<file path="config.mk">
export PLATFORM = sky130hd
export DESIGN_NAME = serial_record_loader_top_flat
export DESIGN_NICKNAME = d
export VERILOG_FILES = /design/src/rtl/core/srl_pkg.sv /design/src/rtl/core/srl_ifs.sv /design/src/rtl/core/srl_ctrl.sv /design/src/rtl/core/srl_dp.sv /design/src/rtl/core/serial_record_loader_top.sv /design/src/flat_wrapper.sv
export SDC_FILE = /design/constraint.sdc
export NUM_CORES = 1
export LEC_CHECK = 0
export BUFFER_PORTS_ARGS = -buffer_cell sky130_fd_sc_hd__buf_2
export CAP_MARGIN = 20
export CORE_UTILIZATION = 40
export DETAILED_ROUTE_END_ITERATION = 8
export MAX_ROUTING_LAYER = met4
export PLACE_DENSITY = 0.6
export SLEW_MARGIN = 0
export SYNTH_ARGS = -nofsm -noshare
export SYNTH_HDL_FRONTEND = slang
export SYNTH_SLANG_ARGS = --single-unit
</file>
<file path="constraint.sdc">
create_clock -name clk -period 4.8 [get_ports clk]
set_input_delay 1.44 -clock clk [delete_from_list [all_inputs] [get_ports clk]]
set_output_delay 1.44 -clock clk [all_outputs]
set_load 0.03 [all_outputs]
</file>
<file path="src/rtl/core/srl_pkg.sv">
// shared constants, codes, command/status types and lookup tables of the record loader
package srl_pkg;

  localparam int BUFFER_DEPTH = 64;
  localparam int ADDR_WIDTH   = 24;
  localparam int IDX_W        = $clog2(BUFFER_DEPTH);
  localparam int CMP_W        = ((IDX_W > 8) ? IDX_W : 8) + 1;
  localparam int FIT_W        = CMP_W + 1;

  typedef logic [7:0] byte_t;

  // result kinds
  localparam logic [1:0] KIND_TX   = 2'd0;
  localparam logic [1:0] KIND_WR   = 2'd1;
  localparam logic [1:0] KIND_PROG = 2'd2;

  // header characters
  localparam byte_t CH_HAND  = "!";
  localparam byte_t CH_UPD   = "u";
  localparam byte_t CH_REC   = ":";
  localparam byte_t CH_QUERY = "?";
  localparam byte_t CH_PROG  = "w";

  // byte operations on the parse registers
  typedef logic [2:0] op_t;
  localparam op_t OP_NONE  = 3'd0;
  localparam op_t OP_START = 3'd1;
  localparam op_t OP_HAND  = 3'd2;
  localparam op_t OP_UPD   = 3'd3;
  localparam op_t OP_LEN   = 3'd4;
  localparam op_t OP_HDR   = 3'd5;
  localparam op_t OP_DATA  = 3'd6;

  // reply strings
  typedef logic [1:0] msg_t;
  localparam msg_t MSG_LORDY = 2'd0;
  localparam msg_t MSG_SURE  = 2'd1;
  localparam msg_t MSG_OK    = 2'd2;
  localparam msg_t MSG_ER    = 2'd3;

  // decoded header byte
  typedef logic [2:0] hdr_t;
  localparam hdr_t HDR_NONE  = 3'd0;
  localparam hdr_t HDR_HAND  = 3'd1;
  localparam hdr_t HDR_UPD   = 3'd2;
  localparam hdr_t HDR_REC   = 3'd3;
  localparam hdr_t HDR_QUERY = 3'd4;
  localparam hdr_t HDR_PROG  = 3'd5;

  typedef struct packed {
    logic take;
    op_t  op;
    logic ld_msg;
    msg_t msg;
    logic set_verdict;
    logic rd_issue;
    logic clr_idx;
    logic ld_wr;
    logic ld_char;
    logic ld_prog;
  } cmd_t;

  typedef struct packed {
    hdr_t hdr;
    logic hand_done;
    logic hand_match;
    logic upd_done;
    logic upd_match;
    logic hdr_done;
    logic len_zero;
    logic data_done;
    logic csum_ok;
    logic verdict_ok;
    logic wr_more;
    logic char_last;
    logic slot_free;
  } sts_t;

  // handshake call, sixteen characters
  function automatic byte_t hand_char(logic [3:0] idx);
    byte_t c;
    case (idx)
      4'd0:    c = "w";
      4'd1:    c = "h";
      4'd2:    c = "o";
      4'd3:    c = "_";
      4'd4:    c = "i";
      4'd5:    c = "s";
      4'd6:    c = "_";
      4'd7:    c = "t";
      4'd8:    c = "h";
      4'd9:    c = "e";
      4'd10:   c = "r";
      4'd11:   c = "e";
      4'd12:   c = "?";
      default: c = " ";
    endcase
    return c;
  endfunction

  // update call, five characters
  function automatic byte_t upd_char(logic [2:0] idx);
    byte_t c;
    case (idx)
      3'd0:    c = "p";
      3'd1:    c = "d";
      3'd2:    c = "a";
      3'd3:    c = "t";
      default: c = "e";
    endcase
    return c;
  endfunction

  function automatic byte_t msg_char(msg_t msg, logic [2:0] idx);
    byte_t c;
    c = " ";
    case (msg)
      MSG_LORDY: begin
        case (idx)
          3'd0:    c = "l";
          3'd1:    c = "o";
          3'd2:    c = "r";
          3'd3:    c = "d";
          default: c = "y";
        endcase
      end
      MSG_SURE: begin
        case (idx)
          3'd0:    c = "s";
          3'd1:    c = "u";
          3'd2:    c = "r";
          default: c = "e";
        endcase
      end
      MSG_OK:  c = (idx == 3'd0) ? byte_t'("o") : byte_t'("k");
      default: c = (idx == 3'd0) ? byte_t'("e") : byte_t'("r");
    endcase
    return c;
  endfunction

  // index of the final character of a reply
  function automatic logic [2:0] msg_last(msg_t msg);
    logic [2:0] n;
    case (msg)
      MSG_LORDY: n = 3'd4;
      MSG_SURE:  n = 3'd3;
      default:   n = 3'd1;
    endcase
    return n;
  endfunction

endpackage

</file>
<file path="src/rtl/core/srl_ifs.sv">
// valid/ready channel interfaces for received bytes and result beats
interface srl_in_if;
  import srl_pkg::*;

  logic  valid;
  logic  ready;
  byte_t rx_byte;

  modport source (output valid, output rx_byte, input ready);
  modport sink   (input valid, input rx_byte, output ready);
endinterface

interface srl_out_if;
  import srl_pkg::*;

  logic                  valid;
  logic                  ready;
  logic [1:0]            kind;
  byte_t                 tx_byte;
  logic [ADDR_WIDTH-1:0] mem_addr;
  byte_t                 mem_data;
  logic                  last;

  modport source (output valid, output kind, output tx_byte, output mem_addr,
                  output mem_data, output last, input ready);
  modport sink   (input valid, input kind, input tx_byte, input mem_addr,
                  input mem_data, input last, output ready);
endinterface

</file>
<file path="src/rtl/core/srl_ctrl.sv">
// controller: message parser and reply sequencer state machine
module srl_ctrl (
  input  logic          clk,
  input  logic          rst,
  input  logic          rx_valid,
  output logic          rx_ready,
  input  srl_pkg::sts_t sts,
  output srl_pkg::cmd_t cmd
);
  import srl_pkg::*;

  localparam logic [3:0] ST_IDLE = 4'd0;
  localparam logic [3:0] ST_HAND = 4'd1;
  localparam logic [3:0] ST_UPD  = 4'd2;
  localparam logic [3:0] ST_LEN  = 4'd3;
  localparam logic [3:0] ST_HDR  = 4'd4;
  localparam logic [3:0] ST_DATA = 4'd5;
  localparam logic [3:0] ST_CSUM = 4'd6;
  localparam logic [3:0] ST_RD   = 4'd7;
  localparam logic [3:0] ST_WR   = 4'd8;
  localparam logic [3:0] ST_TXT  = 4'd9;
  localparam logic [3:0] ST_PROG = 4'd10;

  logic [3:0] state;
  logic [3:0] state_next;

  // state register
  always_ff @(posedge clk) begin
    if (rst) begin
      state <= ST_IDLE;
    end else begin
      state <= state_next;
    end
  end

  // next state and datapath commands
  always_comb begin
    state_next = state;
    cmd        = '0;
    rx_ready   = 1'b0;
    unique case (state)
      ST_IDLE: begin
        rx_ready = 1'b1;
        if (rx_valid) begin
          cmd.take = 1'b1;
          case (sts.hdr)
            HDR_HAND: begin
              cmd.op     = OP_START;
              state_next = ST_HAND;
            end
            HDR_UPD: begin
              cmd.op     = OP_START;
              state_next = ST_UPD;
            end
            HDR_REC: state_next = ST_LEN;
            HDR_QUERY: begin
              cmd.ld_msg = 1'b1;
              cmd.msg    = sts.verdict_ok ? MSG_OK : MSG_ER;
              state_next = ST_TXT;
            end
            HDR_PROG: state_next = ST_PROG;
            default: state_next = ST_IDLE;
          endcase
        end
      end
      ST_HAND: begin
        rx_ready = 1'b1;
        if (rx_valid) begin
          cmd.take = 1'b1;
          cmd.op   = OP_HAND;
          if (sts.hand_done) begin
            cmd.ld_msg = 1'b1;
            cmd.msg    = MSG_LORDY;
            state_next = sts.hand_match ? ST_TXT : ST_IDLE;
          end
        end
      end
      ST_UPD: begin
        rx_ready = 1'b1;
        if (rx_valid) begin
          cmd.take = 1'b1;
          cmd.op   = OP_UPD;
          if (sts.upd_done) begin
            cmd.ld_msg = 1'b1;
            cmd.msg    = MSG_SURE;
            state_next = sts.upd_match ? ST_TXT : ST_IDLE;
          end
        end
      end
      ST_LEN: begin
        rx_ready = 1'b1;
        if (rx_valid) begin
          cmd.take   = 1'b1;
          cmd.op     = OP_LEN;
          state_next = ST_HDR;
        end
      end
      ST_HDR: begin
        rx_ready = 1'b1;
        if (rx_valid) begin
          cmd.take = 1'b1;
          cmd.op   = OP_HDR;
          if (sts.hdr_done) begin
            state_next = sts.len_zero ? ST_CSUM : ST_DATA;
          end
        end
      end
      ST_DATA: begin
        rx_ready = 1'b1;
        if (rx_valid) begin
          cmd.take = 1'b1;
          cmd.op   = OP_DATA;
          if (sts.data_done) begin
            state_next = ST_CSUM;
          end
        end
      end
      ST_CSUM: begin
        rx_ready = 1'b1;
        if (rx_valid) begin
          cmd.take        = 1'b1;
          cmd.set_verdict = 1'b1;
          cmd.ld_msg      = 1'b1;
          if (sts.csum_ok) begin
            cmd.msg = MSG_OK;
            if (sts.len_zero) begin
              state_next = ST_TXT;
            end else begin
              cmd.clr_idx = 1'b1;
              state_next  = ST_RD;
            end
          end else begin
            cmd.msg    = MSG_ER;
            state_next = ST_TXT;
          end
        end
      end
      // fetch one buffered data byte
      ST_RD: begin
        cmd.rd_issue = 1'b1;
        state_next   = ST_WR;
      end
      // hand the fetched byte out as a memory write
      ST_WR: begin
        if (sts.slot_free) begin
          cmd.ld_wr  = 1'b1;
          state_next = sts.wr_more ? ST_RD : ST_TXT;
        end
      end
      ST_TXT: begin
        if (sts.slot_free) begin
          cmd.ld_char = 1'b1;
          if (sts.char_last) begin
            state_next = ST_IDLE;
          end
        end
      end
      ST_PROG: begin
        if (sts.slot_free) begin
          cmd.ld_prog = 1'b1;
          state_next  = ST_IDLE;
        end
      end
      default: state_next = ST_IDLE;
    endcase
  end

endmodule

</file>
<file path="src/rtl/core/srl_dp.sv">
// datapath: parse registers, record buffer, write address and output register
module srl_dp (
  input  logic           clk,
  input  logic           rst,
  input  srl_pkg::byte_t rx_byte,
  input  srl_pkg::cmd_t  cmd,
  output srl_pkg::sts_t  sts,
  srl_out_if.source      res
);
  import srl_pkg::*;

  // parse state
  byte_t                 byte_count;
  byte_t                 record_length;
  byte_t                 running_sum;
  logic                  string_match;
  logic                  last_verdict_ok;
  logic [ADDR_WIDTH-1:0] write_address;

  // record buffer
  byte_t                 data_buffer [BUFFER_DEPTH];
  byte_t                 rd_data;
  logic [IDX_W-1:0]      emit_idx;

  // reply sequencing
  msg_t                  msg;
  logic [2:0]            char_idx;

  // output register
  logic                  out_valid;
  logic [1:0]            out_kind;
  byte_t                 out_tx_byte;
  logic [ADDR_WIDTH-1:0] out_mem_addr;
  byte_t                 out_mem_data;
  logic                  out_last;

  logic [CMP_W-1:0]      bc_ext;
  logic                  buf_wr;
  logic                  fits;
  byte_t                 sum_neg;
  byte_t                 sum_add;
  hdr_t                  hdr_dec;

  assign bc_ext  = CMP_W'(byte_count);
  assign buf_wr  = cmd.take && (cmd.op == OP_DATA) && (bc_ext < CMP_W'(BUFFER_DEPTH));
  assign fits    = (FIT_W'(record_length) + FIT_W'(5)) <= FIT_W'(BUFFER_DEPTH);
  assign sum_neg = ~running_sum + 8'd1;
  assign sum_add = running_sum + rx_byte;

  // header decode of the received byte
  always_comb begin
    unique case (rx_byte)
      CH_HAND:  hdr_dec = HDR_HAND;
      CH_UPD:   hdr_dec = HDR_UPD;
      CH_REC:   hdr_dec = HDR_REC;
      CH_QUERY: hdr_dec = HDR_QUERY;
      CH_PROG:  hdr_dec = HDR_PROG;
      default:  hdr_dec = HDR_NONE;
    endcase
  end

  // status toward the controller
  assign sts.hdr        = hdr_dec;
  assign sts.hand_done  = (byte_count == 8'd15);
  assign sts.hand_match = string_match && (rx_byte == hand_char(byte_count[3:0]));
  assign sts.upd_done   = (byte_count == 8'd4);
  assign sts.upd_match  = string_match && (rx_byte == upd_char(byte_count[2:0]));
  assign sts.hdr_done   = (byte_count == 8'd2);
  assign sts.len_zero   = (record_length == 8'd0);
  assign sts.data_done  = (9'(byte_count) + 9'd1) >= 9'(record_length);
  assign sts.csum_ok    = fits && (sum_neg == rx_byte);
  assign sts.verdict_ok = last_verdict_ok;
  assign sts.wr_more    = (CMP_W'(emit_idx) + CMP_W'(1)) < CMP_W'(record_length);
  assign sts.char_last  = (char_idx == msg_last(msg));
  assign sts.slot_free  = !out_valid || res.ready;

  // parse registers, updated per accepted beat
  always_ff @(posedge clk) begin
    if (rst) begin
      byte_count      <= '0;
      record_length   <= '0;
      running_sum     <= '0;
      string_match    <= 1'b1;
      last_verdict_ok <= 1'b0;
    end else begin
      if (cmd.take) begin
        case (cmd.op)
          OP_START: begin
            byte_count   <= '0;
            string_match <= 1'b1;
          end
          OP_HAND: begin
            string_match <= sts.hand_match;
            byte_count   <= byte_count + 8'd1;
          end
          OP_UPD: begin
            string_match <= sts.upd_match;
            byte_count   <= byte_count + 8'd1;
          end
          OP_LEN: begin
            record_length <= rx_byte;
            running_sum   <= rx_byte;
            byte_count    <= '0;
          end
          OP_HDR: begin
            running_sum <= sum_add;
            byte_count  <= sts.hdr_done ? 8'd0 : byte_count + 8'd1;
          end
          OP_DATA: begin
            running_sum <= sum_add;
            byte_count  <= byte_count + 8'd1;
          end
          default: ;
        endcase
      end
      if (cmd.set_verdict) begin
        last_verdict_ok <= sts.csum_ok;
      end
    end
  end

  // buffer write port and registered read port
  always_ff @(posedge clk) begin
    if (buf_wr) begin
      data_buffer[bc_ext[IDX_W-1:0]] <= rx_byte;
    end
    if (cmd.rd_issue) begin
      rd_data <= data_buffer[emit_idx];
    end
  end

  // write address, drain index and reply character index
  always_ff @(posedge clk) begin
    if (rst) begin
      write_address <= '0;
      emit_idx      <= '0;
      char_idx      <= '0;
      msg           <= MSG_ER;
    end else begin
      if (cmd.clr_idx) begin
        emit_idx <= '0;
      end else if (cmd.ld_wr) begin
        emit_idx <= emit_idx + IDX_W'(1);
      end
      if (cmd.ld_wr) begin
        write_address <= write_address + ADDR_WIDTH'(1);
      end
      if (cmd.ld_msg) begin
        msg      <= cmd.msg;
        char_idx <= '0;
      end else if (cmd.ld_char) begin
        char_idx <= char_idx + 3'd1;
      end
    end
  end

  // output valid flag
  always_ff @(posedge clk) begin
    if (rst) begin
      out_valid <= 1'b0;
    end else if (cmd.ld_wr || cmd.ld_char || cmd.ld_prog) begin
      out_valid <= 1'b1;
    end else if (res.ready) begin
      out_valid <= 1'b0;
    end
  end

  // output payload, unused fields held at zero
  always_ff @(posedge clk) begin
    if (cmd.ld_wr) begin
      out_kind     <= KIND_WR;
      out_tx_byte  <= '0;
      out_mem_addr <= write_address;
      out_mem_data <= rd_data;
      out_last     <= 1'b0;
    end else if (cmd.ld_char) begin
      out_kind     <= KIND_TX;
      out_tx_byte  <= msg_char(msg, char_idx);
      out_mem_addr <= '0;
      out_mem_data <= '0;
      out_last     <= sts.char_last;
    end else if (cmd.ld_prog) begin
      out_kind     <= KIND_PROG;
      out_tx_byte  <= '0;
      out_mem_addr <= '0;
      out_mem_data <= '0;
      out_last     <= 1'b1;
    end
  end

  assign res.valid    = out_valid;
  assign res.kind     = out_kind;
  assign res.tx_byte  = out_tx_byte;
  assign res.mem_addr = out_mem_addr;
  assign res.mem_data = out_mem_data;
  assign res.last     = out_last;

endmodule

</file>
<file path="src/rtl/core/serial_record_loader_top.sv">
// top level of the serial record loader
//
//  channel  dir  beat contents                                  handshake
//  rx       in   rx_byte                                        valid/ready
//  res      out  kind, tx_byte, mem_addr, mem_data, last         valid/ready
//
// a received byte that causes no result is taken in the cycle it is offered
// a reply character or the programming event is loaded whenever the output register is free
// each record write passes ST_RD then ST_WR, as the buffer read port is registered
// rx is held off from a result-causing byte until its last beat sits in the output register
// a stall on res holds the output register and the reply sequencer
// rst is synchronous; the record buffer needs no clearing pass after it
module serial_record_loader_top (
  input  logic      clk,
  input  logic      rst,
  srl_in_if.sink    rx,
  srl_out_if.source res
);
  import srl_pkg::*;

  cmd_t cmd;
  sts_t sts;

  // parser and reply sequencer
  srl_ctrl u_ctrl (
    .clk      (clk),
    .rst      (rst),
    .rx_valid (rx.valid),
    .rx_ready (rx.ready),
    .sts      (sts),
    .cmd      (cmd)
  );

  // registers, buffer and output stage
  srl_dp u_dp (
    .clk     (clk),
    .rst     (rst),
    .rx_byte (rx.rx_byte),
    .cmd     (cmd),
    .sts     (sts),
    .res     (res)
  );

endmodule

</file>
<file path="src/flat_wrapper.sv">
// flat-port wrapper written by rule: the top's interface ports become plain ports
module serial_record_loader_top_flat import srl_pkg::*;
  (clk, rst, rx_valid, rx_rx_byte, rx_ready, res_valid, res_kind, res_tx_byte, res_mem_addr, res_mem_data, res_last, res_ready);
  srl_in_if rx_i ();
  srl_out_if res_i ();
  input  logic clk;
  input  logic rst;
  input wire logic [$bits(rx_i.valid)-1:0] rx_valid;
  input wire logic [$bits(rx_i.rx_byte)-1:0] rx_rx_byte;
  output wire logic [$bits(rx_i.ready)-1:0] rx_ready;
  output wire logic [$bits(res_i.valid)-1:0] res_valid;
  output wire logic [$bits(res_i.kind)-1:0] res_kind;
  output wire logic [$bits(res_i.tx_byte)-1:0] res_tx_byte;
  output wire logic [$bits(res_i.mem_addr)-1:0] res_mem_addr;
  output wire logic [$bits(res_i.mem_data)-1:0] res_mem_data;
  output wire logic [$bits(res_i.last)-1:0] res_last;
  input wire logic [$bits(res_i.ready)-1:0] res_ready;
  assign rx_i.valid = rx_valid;
  assign rx_i.rx_byte = rx_rx_byte;
  assign rx_ready = rx_i.ready;
  assign res_valid = res_i.valid;
  assign res_kind = res_i.kind;
  assign res_tx_byte = res_i.tx_byte;
  assign res_mem_addr = res_i.mem_addr;
  assign res_mem_data = res_i.mem_data;
  assign res_last = res_i.last;
  assign res_i.ready = res_ready;
  serial_record_loader_top u_core (.clk(clk), .rst(rst), .rx(rx_i), .res(res_i));
endmodule
</file>
======== Word level (Yosys, flattened, before mapping) ========
Memories as Yosys holds them, arrays and structs flattened. A register that Yosys moved wholly into a read port is not among the register bits.
Cells that the tools add are included.
operators by class
  add/sub/neg operators ................... 9
  magnitude comparators ................... 4
  equality and inequality tests ........... 56
  muxes and demuxes ....................... 80
  bitwise operators ....................... 1
  reductions and logical operators ........ 33
operators by type and width
  cell                     count
  $mux W4                  26
  $mux W24                 3
  $pmux W8 S3              2
  $pmux W4 S11             1
  $mux W8                  5
  $pmux W5 S4              2
  $add A24 B1 Y24 const B  1
  $eq A3 B2 Y1 const B     8
  $eq A8 B6 Y1 const B     3
  $eq A8 B8 Y1             3
  $mux W1                  23
  $mux W7                  3
  $pmux W4 S5              1
  $pmux W3 S6              1
  $add A8 B1 Y8 const B    2
  $eq A4 B3 Y1 const B     4
  $eq A8 B7 Y1 const B     2
  $ne A2 B2 Y1 const B     8
  $pmux W8 S2              1
  $eq A3 B3 Y1 const B     5
  $pmux W3 S5              1
  $pmux W5 S3              1
  $reduce_and A15 Y1       1
  $ne A2 B1 Y1 const B     7
  41 further kinds         69
word-level totals
  bits in registers ....................... 109
  RAM bits ................................ 512
  bits in read-only memories .............. 112
  bits of input ports ..................... 12
  output and inout bits ................... 45
  word-level logic and storage cells ...... 202
  memories kept ........................... 2
memories
  memory                   words  bits a word  rd ports  clocked after memory_dff  write ports  RTL line       RTL
  u_core.u_dp.data_buffer  64     8            1         1                         1            srl_dp.sv:21   byte_t data_buffer [BUFFER_DEPTH];
  (name not given)         16     7            1         1                         0            srl_pkg.sv:82  case (idx)

======== Depth between registers and ports, before layout ========
Gate-level depths: netlist of run 1.
  depth after elaboration ................. 13
  depth in mapped cells ................... 14
  mapped depth without buffers ............ 12

======== Hierarchy ========
Synthesis of run 1 repeated with hierarchy kept, for this count alone.
unflattened totals
  cell total of the unflattened synthesis .. 1,727
  area total of the unflattened synthesis .. 27,024.7 um^2
modules (own cells, without submodules)
  module    instances  cells an instance  area each (um^2)  sequential area each (um^2)
  srl_dp    1          1,617              26,250.2          18,137.4
  srl_ctrl  1          110                774.5             80.1

======== Worst setup path before layout of run 1 ========
Ideal clock, no wire load.
  path kind ............................... input-to-reg
  start ................................... in rx_rx_byte[1]
  end ..................................... reg (tool-made name)
  library setup time ...................... 0.116 ns
  arrival time ............................ 3.935 ns
  data required time ...................... 4.684 ns
  path slack .............................. 0.750 ns
  cell stages on the path ................. 11
  buffers on the path ..................... 1
  path through ............................ clkbuf_1 -> or4b_2 -> o21ai_1 -> o21a_1 -> nor2_1 -> a22oi_1 -> nor2_1 -> inv_1 -> ha_1 -> or2_1 -> a31o_1
RTL lines
  what         RTL line           RTL
  from (decl)  flat_wrapper.sv:9  input wire logic [$bits(rx_i.rx_byte)-1:0] rx_rx_byte;

==> results of run 1 <==
cells in the final DEF (no fill, tap or decap), drive strengths merged, types with 22 or more instances in the layout:
cell type,synthesis,routed
clkbuf,62,89
nand3,31,31
nor2,170,170
mux4,168,168
o21ai,28,28
dfxtp,82,82
clkinv,0,22
and3,37,37
ha,40,40
inv,32,33
xnor2,25,25
a21oi,37,37
edfxtp,552,552
nor3,23,23
buf,24,152
nand2,66,66
xor2,29,29
layout make-up:
cell class	instances	area [sq um]
Multi-Input combinational cell	835	7911
Fill cell	5521	35070
Inverter	32	122.6
Clock inverter	36	409.1
Antenna cell	4	10.01
Sequential cell	634	18230
Tap cell	864	1081
Timing Repair Buffer	152	1066
Clock buffer	89	1843
per-layer routing:
metal / track usage [%] / share of wire (%) / vias to the layer above
li1: - / - / 6522
met3: 5.029 / 7.3 / 95
met1: 27.12 / 45 / 7577
met5: - / 0 / -
met2: 28.50 / 46 / 510
met4: 4.951 / 2.0 / 0
state kept, by name (all words and copies together), names as in the netlist, 6 cells and up, named ones only:
| register | count |
|---|---|
| u_core.u_dp.byte_count | 8 |
| u_core.u_dp.data_buffer | 512 |
| u_core.u_dp.emit_idx | 6 |
| u_core.u_dp.rd_data | 8 |
| u_core.u_dp.record_length | 8 |
| u_core.u_dp.res.mem_addr | 24 |
| u_core.u_dp.res.mem_data | 8 |
| u_core.u_dp.res.tx_byte | 6 |
| u_core.u_dp.running_sum | 8 |
| u_core.u_dp.write_address | 24 |
worst paths after layout:
path | from | end | slack (ns)
max | rx_rx_byte[3] | flop | 0.79
min | u_core.u_dp.res.tx_byte[2] | u_core.u_dp.res.tx_byte[2] | 0.45
max reg2reg | u_core.u_ctrl.state[1] | u_core.u_dp.data_buffer[46][6] | 1.20
min reg2reg | u_core.u_dp.res.tx_byte[2] | u_core.u_dp.res.tx_byte[2] | 0.45
power by group through the flow:
stage / Clock (mW) / Combinational [mW] / Sequential, mW
2_1_floorplan: 0 / 0.180 / 6.15
3_3_place_gp: 0 / 0.332 / 6.15
3_5_place_dp: 0 / 0.340 / 6.15
4_1_cts: 5.38 / 0.341 / 6.03
5_1_grt: 5.58 / 0.372 / 6.03
6_report: 5.27 / 0.343 / 6.03
cells in the mapped netlist, types with 4 or more instances:
cell / n / area share (%)
a22oi_1: 5 / 0.14
nor4_1: 5 / 0.12
inv_1: 31 / 0.44
nand3_1: 31 / 0.58
nor3_1: 23 / 0.43
mux2i_1: 14 / 0.53
mux4_2: 168 / 14
buf_2: 5 / 0.094
a21oi_1: 36 / 0.68
nand3b_1: 9 / 0.25
nand4_1: 11 / 0.26
ha_1: 40 / 1.9
xnor2_1: 25 / 0.82
o21ai_0: 27 / 0.51
a31o_1: 4 / 0.13
edfxtp_1: 552 / 62
nand2_1: 65 / 0.92
a211o_1: 4 / 0.13
xor2_1: 29 / 0.96
buf_1: 17 / 0.24
o21a_1: 4 / 0.11
clkbuf_1: 62 / 0.88
dfxtp_1: 82 / 6.2
or3_1: 9 / 0.21
a21o_1: 4 / 0.11
a211oi_1: 9 / 0.25
and2_1: 8 / 0.19
or3b_2: 4 / 0.13
nor2_1: 170 / 2.4
and3_1: 37 / 0.87
o31ai_1: 5 / 0.14
nor2b_1: 11 / 0.26
nand2b_1: 12 / 0.28
a31oi_1: 10 / 0.24
or2_2: 4 / 0.094
stage by stage:
step           worst slack (ns)  cells  hold slack [ns]  util [%]  total power, mW
5_1_grt                  0.6444   2644           0.4764     46.64            11.99
4_1_cts                  0.9320   2641           0.4582     46.62            11.76
6_report                 0.7945   2646           0.4508     46.65            11.64
3_3_place_gp             0.3502   2516           0.4368     43.20            6.481
3_5_place_dp             0.3024   2516           0.4446     43.20            6.489
2_1_floorplan            0.7496   1587           0.4421         -            6.330
cells by family (layout without fill, tap and decap cells):
family | Yosys count | in the layout | synth area share [%]
other | 1 | 5 | 0.01411
buffers and inverters | 118 | 309 | 1.727
adder cells (fa/ha/maj) | 41 | 41 | 1.958
AND/OR/NAND/NOR | 419 | 419 | 7.677
flip-flops | 634 | 634 | 68.53
multiplexers | 183 | 183 | 14.80
AO/OA/AOI/OAI | 137 | 137 | 3.507
XOR/XNOR | 54 | 54 | 1.779
worst min-delay path: stages (launching register included):
cell,delay [ns]
dfxtp_1,0.32
nand2_1,0.04
o21ai_0,0.05
==> metrics.md, run 1 <==
| Metric | Value |
|---|---|
| H-Tree Level Count | 3 |
| Fin crit period | 4.006 ns |
| Worst-path cell chain | buf_2 > buf_4 > or3b_2 > nor3_1 > o21a_1 > nor2_1 > a22oi_1 > nor2_1 > inv_1 > ha_1 > or2_1 > a31o_1 |
| Die W | 259.8 microns |
| CTS sink cnt | about 630 |
| Startpoint types | primary input |
| I/O Buffers | 55 |
| P&R area growth vs syn | 15.38% |
| Post-Syn Area | 26580 sq um |
| Post-synth EDFFs | 552 |
| Slowest cell on the critical path | or3b_2 |
| Outcome | finished clean |
| First-pass GRT wire length | about 94000 microns |
| Power Dens Cells | around 380 nW/um^2 |
| Detailed Routing Iterations Pass 1 | 7 |
| RSZ-0062 raised after global routing | false |
| WS Path Type | in2reg |
| Largest buffer count on any clock path | 3 |
| Ys async rst share | 0% |
| Max-Cap Viols | 0 |
| #FFs+latches synth | 634 |
| Fin crit share | 83.45% |
| Critical path depth | 12 |
| Vias in the first global route | 14533 |
| Layout Skew | 0.02536 ns |
| Initial antenna violation count | 5 |
| Post-place instance area | 28400 sq um |
| Ports | 57 |
| Total grt overflow | 0 |
| F_max | about 250 MHz |
| Gate power share | 2.9% |
| Critical Path AT | around 4.5 ns |
| Worst R2R Path Depth | 10 |
| Routed length per placed instance | between 20 and 25 microns |
| TNS Setup | 0 ns |
| Via density | 5.557 |
| Psw | 2.430 mW |
| Core area | 65750 sq um |
| CP Max Fanout | 11 |
| Syn Nets | approximately 1600 |
| Peak VDD IR | around 0.00023 V |
| CTS clk-pin slew, worst paths | 0.06 ns |
| Hpwl dp | 40570 microns |
| CTS tree | built |
| Fin. max-slew vios | 0 |
| Mean Syn Cell Area | 16.75 sq um |
| Gr usage total | 19.51% |
| Cell family with most CP delay | simple AND/OR/NAND/NOR gates |
| Final Hold Fails | 0 |
| Sequential Power Share | 51.8% |
| Worst skew pair latency | 0.61 ns |
| Cell mode on critical path | nor2_1 |
| Hold-fix buffers, CTS | 0 |
| Cts bufs inserted | 68 |
| Starting Density | 40.43% |
| Die Ht | 259.8 microns |
| Fin area | 30670 sq um |
| Switching share of power | 20.87% |
| Prevailing post-synth register cell | edfxtp_1 |
| Hold Crit Class | reg2reg |
| Hold Path Depth | 2 |
| Unique cell type count in the Yosys netlist | 72 |
| Cell Rows | 94 |
| Largest net degree at the start of global routing | 75 |
| Cell count after synthesis | 1587 |
| Die area | 67490 sq um |
| Layout cells sized above 1 | 25.20% |
| Rel. slew slack | 32.98% |
| Final wirelength | 62670 microns |
| Nets | 1776 |
| YS warnings | 0 |
| Vias | 14704 |
| Worst-margin pin slew | 1.003 ns |
| Count of final setup violators | 0 |
| Root buf cell | clkbuf_16 |
| Final Wtd Congestion | 0.9354 |
| Worst path max stage delay | around 0.48 ns |
| Worst Path Required | 5.29 ns |
| Final ANT Viol Nets | 0 |
| Clock share of power | around 45% |
| Setup Buffers After CTS | 0 |
| CP endpoint kind | flop |
| Seq/Total Area, Yosys | 68.53% |
| Detailed Route Iter0 Violations | 1572 |
| Buffers & Inverters on Critical Path | 3 |
| Leakage | ~9.9 nW |
| DRC viols | 0 |
| Cts repair resizes | 0 |
| Cell internal pwr | 9.212 mW |
No activity file was read; power rests on OpenSTA's default activity.
==> run 2: changes to the inputs <==
--- a/config.mk
+++ b/config.mk
@@ -5,12 +5,13 @@
 export SDC_FILE = /design/constraint.sdc
 export NUM_CORES = 1
 export LEC_CHECK = 0
+export ABC_AREA = 1
 export BUFFER_PORTS_ARGS = -buffer_cell sky130_fd_sc_hd__buf_2
 export CAP_MARGIN = 20
 export CORE_UTILIZATION = 40
 export DETAILED_ROUTE_END_ITERATION = 8
 export MAX_ROUTING_LAYER = met4
-export PLACE_DENSITY = 0.6
+export PLACE_DENSITY = 0.62
 export SLEW_MARGIN = 0
 export SYNTH_ARGS = -nofsm -noshare
 export SYNTH_HDL_FRONTEND = slang
==> constraint.sdc (replaced) <==
create_clock -name clk -period 3.5 [get_ports clk]
set_input_delay 1.05 -clock clk [delete_from_list [all_inputs] [get_ports clk]]
set_output_delay 1.05 -clock clk [all_outputs]
set_load 0.03 [all_outputs]
==> run 2 against run 1 <==
Clock-buffer cell count down 1. Design area up 2.0%. Setup slack worse by 0.14 ns. Largest cell class unchanged. Cell count up 29%. Sequential cell count unchanged. Global-route usage up 2.0 points. Combinational power down 16%. Synthesized area up 3.1%. Sequential share of layout area down 1.2 points. Largest power group unchanged. Register-to-register slack worse by 0.45 ns. Critical path type is now reg2out.
==> metrics.md, run 2 <==
| Metric | Value |
|---|---|
| Outcome | finished clean |
| Hold Crit Class | reg2reg |
| Mean Syn Cell Area | around 11 sq um |
| RSZ-0062 raised after global routing | false |
| Worst skew pair latency | 0.62 ns |
| Dpl cells | approximately 3300 |
| Rel. slew slack | 29.09% |
| Hold_sp | u_core.u_dp.res.kind[1] |
| Fin crit share | 81.32% |
| Die W | 263.7 microns |
| Syn Nets | around 2400 |
| Post-synth top area share | 60.51% |
| Post-synth EDFFs | 552 |
| Max-Cap Viols | 0 |
| Post-place instance area | 29080 sq um |
| CTS sink cnt | 634 |
| Final Worst Setup Slack | 0.6539 ns |
| First-pass GRT wire length | about 110000 microns |
| Root buf cell | clkbuf_16 |
| Via density | about 5.6 |
| Commonest non-fill, non-tap cells in the layout | edfxtp_1, nor2_1, o21ai_0 |
| Count of final setup violators | 0 |
| Largest register FFs | roughly 510 |
| #FFs+latches synth | around 630 |
| Setup Buffers After CTS | 0 |
| Most common cell in the synthesized netlist | edfxtp_1 |
| Power Dens Cells | about 500 nW/um^2 |
| Core area | approximately 68000 sq um |
| Synth area leader | edfxtp_1 |
| Ys async rst share | 0% |
| Fin. max-slew vios | 0 |
| Slowest cell on the critical path | dfxtp_1 |
| Buffers & Inverters on Critical Path | 2 |
| Critical Path AT | 1.80 ns |
| Min Hold Slack | between 0.4 and 0.5 ns |
| Cell Rows | 95 |
| Cts repair resizes | 0 |
| DRC viols | 0 |
| Cell Count, Final, Fillers Out | between 3000 and 4000 |
| Largest net degree at the start of global routing | around 140 |
| Routed length per placed instance | between 20 and 25 microns |
| Ports | 57 |
| CTS tree | built |
| I/O Buffers | 55 |
| Detailed Routing Iterations Pass 1 | 5 |
| Startpoint types | flop |
| Worst-path cell chain | nand2_2 > inv_2 > o21ai_1 > buf_2 |
| Final wirelength | 72900 microns |
| Fillers | 6058 |
| Gr usage total | 21.55% |
| Worst path max stage delay | 0.42 ns |
| P&R area growth vs syn | 14.25% |
| Fin crit period | 2.846 ns |
| Nets | between 2000 and 3000 |
| Worst R2R Path Depth | 11 |
| Unique cell type count in the Yosys netlist | 59 |
| Cell count after synthesis | 2393 |
| Post-Syn Area | 27390 sq um |
| Initial antenna violation count | 4 |
| Hpwl dp | roughly 46000 microns |
| Worst Hold End | u_core.u_dp.res.kind[1] |
| Layout Skew | 0.02652 ns |
| Worst r2r src | u_core.u_ctrl.state[0] |
| TNS Setup | 0 ns |
| Prevailing post-synth register cell | edfxtp_1 |
| Final Util | 46.35% |
| Starting Density | 40.57% |
| Layout cells sized above 1 | 13.57% |
| Hold Path Depth | 2 |
| Worst Path Required | 2.45 ns |
| Post-synth top cells | edfxtp_1, nor2_1, o21ai_0 |
| Reg2reg setup slack | 0.75 ns |
| YS warnings | 0 |
| CTS clk-pin slew, worst paths | 0.06 ns |
| Worst-margin pin slew | 1.060 ns |
| CP endpoint kind | output pin |
| Die area | 69530 sq um |
| Peak VDD IR | 0.0003031 V |
| H-Tree Level Count | 3 |
| Worst r2r dst | u_core.u_dp.data_buffer[59][0] |
| Commonest non-fill, non-tap cell in the layout | edfxtp_1 |
| Fin area | 31300 sq um |
| Total grt overflow | 0 |
| Die Ht | 263.7 microns |
| Largest buffer count on any clock path | 3 |
| Final ANT Viol Nets | 0 |
| Final Hold Fails | 0 |
| Largest cells by area after synthesis | edfxtp_1, dfxtp_1, nor2_1 |
| Placement Setup Slack | 0.3073 ns |
| Cts bufs inserted | 67 |
| Hold-fix buffers, CTS | 0 |
| Cell family with most CP delay | flip-flops |
| Total Power | 15.68 mW |
| WS Path Type | reg2out |
| Leakage | 10.83 nW |
| Detailed Route Iter0 Violations | 1973 |
| CP Max Fanout | 7 |
| Vias in the first global route | 18758 |
| Vias | 19035 |
| Final Wtd Congestion | 0.9336 |
| F_max | 351.4 MHz |
| Seq/Total Area, Yosys | 66.51% |
## run 2: per-layer routing
metal	up-vias	track usage [%]	part of all wire (%)
met5	-	-	0
met4	0	8.108	2.9
met3	125	2.750	6.1
met2	630	34.34	48
met1	9392	28.21	43
li1	8888	-	-
## run 2: final cells by class
cell class,instances,area [sq um],share of cell area (%)
multi-input cells,1480,8068,25.78
clock buffers,88,1848,5.905
diodes,2,5.005,0.01599
well taps,873,1092,3.490
repair buffers,157,1116,3.566
inverters,152,578.1,1.847
flip-flops and latches,634,18230,58.24
clock inverters,32,362.8,1.159
## run 2: power breakdown
| group | internal (mW) | leakage [nW] | switching, mW | total (mW) |
|---|---|---|---|---|
| Sequential | 8.20 | 5.63 | 0.00603 | 8.21 |
| Combinational | 0.0609 | 4.12 | 0.228 | 0.289 |
| Clock | 4.25 | 1.08 | 2.93 | 7.18 |
## run 2: worst max path at each step
stage	startpoint	endpoint	slack [ns]	depth (start not counted)
2_1_floorplan	res_ready	u_core.u_dp.res.mem_addr[0]	0.57	6
3_3_place_gp	rx_rx_byte[3]	flop	0.34	16
3_5_place_dp	rx_rx_byte[1]	u_core.u_ctrl.state[1]	0.31	13
4_1_cts	u_core.u_ctrl.state[1]	rx_ready	0.62	4
5_1_grt	u_core.u_ctrl.state[1]	rx_ready	0.55	4
6_report	u_core.u_ctrl.state[1]	rx_ready	0.65	4
## run 2: kinds of logic after synthesis
kind of cell	synth area share, %
compound gates	12.43
xor+xnor	0.7537
fa+ha+maj	1.900
buf+inv	4.042
flops	66.51
mux	0.9501
other cells	0.01369
simple gates	13.41
## run 2: tightest hold or removal path, cell delays in order, from the launching register on
cell and delay (ns):
dfxtp_1 0.31, inv_1 0.05, a211oi_1 0.06
